==> config.mk <==
export PLATFORM = sky130hd
export DESIGN_NAME = pfba_ffs
export DESIGN_NICKNAME = d
export VERILOG_FILES = /design/src/rtl/pfba_pkg.sv /design/src/rtl/pfba_ffs.sv
export SDC_FILE = /design/constraint.sdc
export NUM_CORES = 1
export LEC_CHECK = 0
export ABC_CLOCK_PERIOD_IN_PS = 1650
export BUFFER_PORTS_ARGS = -buffer_cell sky130_fd_sc_hd__buf_2
export CAP_MARGIN = 20
export CORE_AREA = 5 5 42 44
export DETAILED_ROUTE_END_ITERATION = 7
export DIE_AREA = 0 0 47 49
export GPL_TIMING_DRIVEN = 0
export PLACE_DENSITY_LB_ADDON = 0.3
export RECOVER_POWER = 50
export SYNTH_ARGS = -nofsm -noshare
export SYNTH_HDL_FRONTEND = slang
export SYNTH_SLANG_ARGS = --single-unit
==> constraint.sdc <==
create_clock -name vclk -period 1.65
set_clock_uncertainty 0.05 [all_clocks]
set_input_delay 0.0825 -clock vclk [all_inputs]
set_output_delay 0.0825 -clock vclk [all_outputs]
set_load 0.005 [all_outputs]
==> src/rtl/pfba_pkg.sv <==
package pfba_pkg;

	// Map geometry: one bit per page, 32 pages per map word.
	localparam int MAP_WORDS = 1024;
	localparam int WORD_BITS = 32;
	localparam int BIT_W = $clog2(WORD_BITS);
	localparam int WORD_W = $clog2(MAP_WORDS);
	localparam int PAGE_W = 15;
	// Summary store: one bit per map word, telling whether that word holds a free page.
	localparam int SUM_ROWS = MAP_WORDS / WORD_BITS;
	localparam int SUM_W = $clog2(SUM_ROWS);

	localparam logic [1:0] KIND_ALLOC = 2'd0;
	localparam logic [1:0] KIND_FREE = 2'd1;
	localparam logic [1:0] KIND_MARK_USED = 2'd2;

	typedef struct packed {
		logic [1:0] kind;
		logic [PAGE_W-1:0] page_number;
	} req_t;

	typedef struct packed {
		logic found;
		logic [PAGE_W-1:0] granted_page;
	} rsp_t;

	typedef struct packed {
		logic map_we;
		logic [WORD_W-1:0] map_addr;
		logic [WORD_BITS-1:0] map_wdata;
		logic sum_we;
		logic [SUM_W-1:0] sum_addr;
		logic [WORD_BITS-1:0] sum_wdata;
	} mem_ctl_t;

	typedef enum logic [2:0] {
		S_CLEAR,
		S_IDLE,
		S_SUM_RD,
		S_SUM_ENC,
		S_MAP_RD,
		S_MAP_ENC,
		S_SUM_UPD,
		S_DONE
	} state_t;

endpackage

==> src/rtl/pfba_ffs.sv <==
module pfba_ffs
	import pfba_pkg::*;
(
	input logic [WORD_BITS-1:0] vec,
	output logic any,
	output logic [BIT_W-1:0] idx
);

	// Lowest set bit wins: scan from the top so lower bits overwrite.
	always_comb begin
		idx = '0;
		for (int j = WORD_BITS - 1; j >= 0; j--) begin
			if (vec[j]) begin
				idx = BIT_W'(j);
			end
		end
	end

	assign any = |vec;

endmodule

==> impl_metrics.yaml <==
outcome:
  status: "completed"
detailed_routing:
  ant_nets: 0
  dr.pass1.iters: 3
  wirelength_um: 1300
  via_per_inst: 5.17
  drtIter0Drc: 7
  drc_errors: 0
  wl_per_cell_um: 11.0
  vias: 615
clocking:
  post-cts-setup-buffers: 0
  cts-resized-gates: 0
  cts_hold_buf: 0
sta:
  post-route-min-period_ns: 1.46
  setup-tns-final_ns: 0
  hold_violations: 0
  rsz0062_at_grt: "no"
  setup_viol: 0
  relSlewSlack: 0.655
  slew_viol_final: 0
  worst_pin_slew_ns: 0.513
  fmax_ghz: 0.687
  fin_crit_sh: 0.882
logic_synthesis:
  synth_fp_nets: 97
  synthTopCellsByCount: "10 x nor2_1, 7 x a21oi_1, 7 x nor4_1, 6 x inv_1, 5 x nor3_1"
  yosysMostFrequentCell: "nor2_1"
  yosys.area.top_type: "nor4_1"
  synth_cells: 65
  yosysUniqueCellTypes: 24
  yosysSeqAreaShare: 0
  netlist_area_um2: 385
  synth_top_area_frac: 0.114
  yosysWarningCount: 0
  synth_area_leaders: "nor4_1 11%, nor2_1 9.7%, a21oi_1 9.1%"
  syn_avg_cell_area_um2: 5.93
flow_run:
  cap_viol_max_count: 0
worst_setup_path:
  cp.arrival_ns: 1.32
  crit_path_start: "vec[19]"
  cp_data_required_time_ns: 1.52
  crit_type: "input port to primary output"
  cp_max_fo: 4
  cp-start-kind: "input port"
  worstSetupEndpointType: "primary output"
placement:
  dpl_cell_area_um2: 596
  place.gp.congestion: 0.782
  dp.final_hpwl_um: 1160
  io_buffers: 38
global_route:
  grt_use_total: 0.0996
  antenna_found_initial: 0
  grt_pass1_wl_um: 1890
  grt_max_degree: 6
  overflow: 0
  grt_pass1_vias: 512
power:
  p_sw_mw: 0.0549
  p_leak_nw: 0.269
  share_seq_of_total_power: 0
  combPwrFrac: 1.000
  clkPwrFrac: 0
  netSwitchingFraction: 0.525
  ir_drop_mv: 0.0731
  internal-power_mw: 0.0497
  power_density_nw_per_um2: 179
finish:
  stdcell_area_um2: 586
  n_clock_buffer: 0
  nets: 137
  fillCellCount: 163
  areaGrowthSynthToFinish_pct: 51.9
  seq_cells: 0
  n_antenna_cell: 0
  seq_area_um2: 0
  drive_above_1_share: 0.388
floorplanning:
  die_area_um2: 2300
  pin_count: 38
  die_h_um: 49
  initial_utilization: 0.275
  coreArea_um2: 1400
  die_x_um: 47
  rows: 14
min_path:
  hold_path_class: "input port to primary output"
  min-delay-start: "vec[0]"
-- metal layers --
metal	wire length, um	vias to the layer above	GRT usage
met1	574	260	0.148
met4	0	0	0
met5	0	-	0
li1	-	338	-
met3	111	0	0.00738
met2	618	17	0.163
-- through the flow --
stage / util / total power [mW] / instances / hold slack (ns) / worst slack (ns)
after floorplan: - / 0.0356 / 65 / 0.147 / 0.547
after global placement: 0.425 / 0.104 / 119 / 0.383 / 0.233
after detailed placement: 0.425 / 0.105 / 119 / 0.386 / 0.248
after CTS: 0.425 / 0.106 / 119 / 0.387 / 0.241
after global routing: 0.418 / 0.117 / 119 / 0.412 / 0.0521
final: 0.418 / 0.105 / 119 / 0.381 / 0.195
-- worst paths after layout --
kind | endpoint | slack (ns) | cells past startpoint
worst min-delay path | idx[0] | 0.38 | 3
worst max-delay path | any | 0.19 | 5
-- power by group through the flow --
| stage | Clock, mW | Combinational [mW] | Sequential [mW] |
|---|---|---|---|
| 6_report | 0 | 0.105 | 0 |
| 5_1_grt | 0 | 0.117 | 0 |
| 4_1_cts | 0 | 0.106 | 0 |
| 3_5_place_dp | 0 | 0.105 | 0 |
| 3_3_place_gp | 0 | 0.104 | 0 |
| 2_1_floorplan | 0 | 0.0356 | 0 |
-- final cells by class --
class,instances,area [um^2],share of cell area
Inverter,6,22.5,0.0385
Multi-Input combinational cell,59,354,0.605
Tap cell,16,20.0,0.0342
Timing Repair Buffer,38,189,0.323
-- worst max-delay path, cell delays in order --
cell	delay, ns
buf_2	0.12
or4_1	0.58
nor3_1	0.28
nand4_1	0.12
clkbuf_1	0.14
-- cell usage in the layout, fill, tap and decap left out --
cell type  netlist  final
a2111oi_0        2      2
a211oi_1         1      1
a21boi_2         1      1
a21o_1           1      1
a21oi_1          7      7
a221oi_1         1      1
and2_1           1      1
buf_2            0     37
clkbuf_1         0      1
inv_1            6      6
nand2_1          3      3
nand3_1          1      1
nand4_1          1      1
nor2_1          10     10
nor2b_1          1      1
nor3_1           5      6
nor3_2           2      1
nor3b_1          2      2
nor4_1           7      7
o2111ai_1        1      1
o21a_1           1      1
o21ai_0          2      2
o21ai_1          1      1
o31ai_1          4      4
or4_1            2      3
or4_4            2      1
-- cell families (layout without fill, tap and decap cells) --
family                 count (synthesis)  after routing  share of synthesized area
AND/OR/NAND/NOR                       37             37                      0.555
buffers and inverters                  6             44                     0.0584
AO/OA/AOI/OAI                         22             22                      0.386
Power figures use the tool's default switching activity.
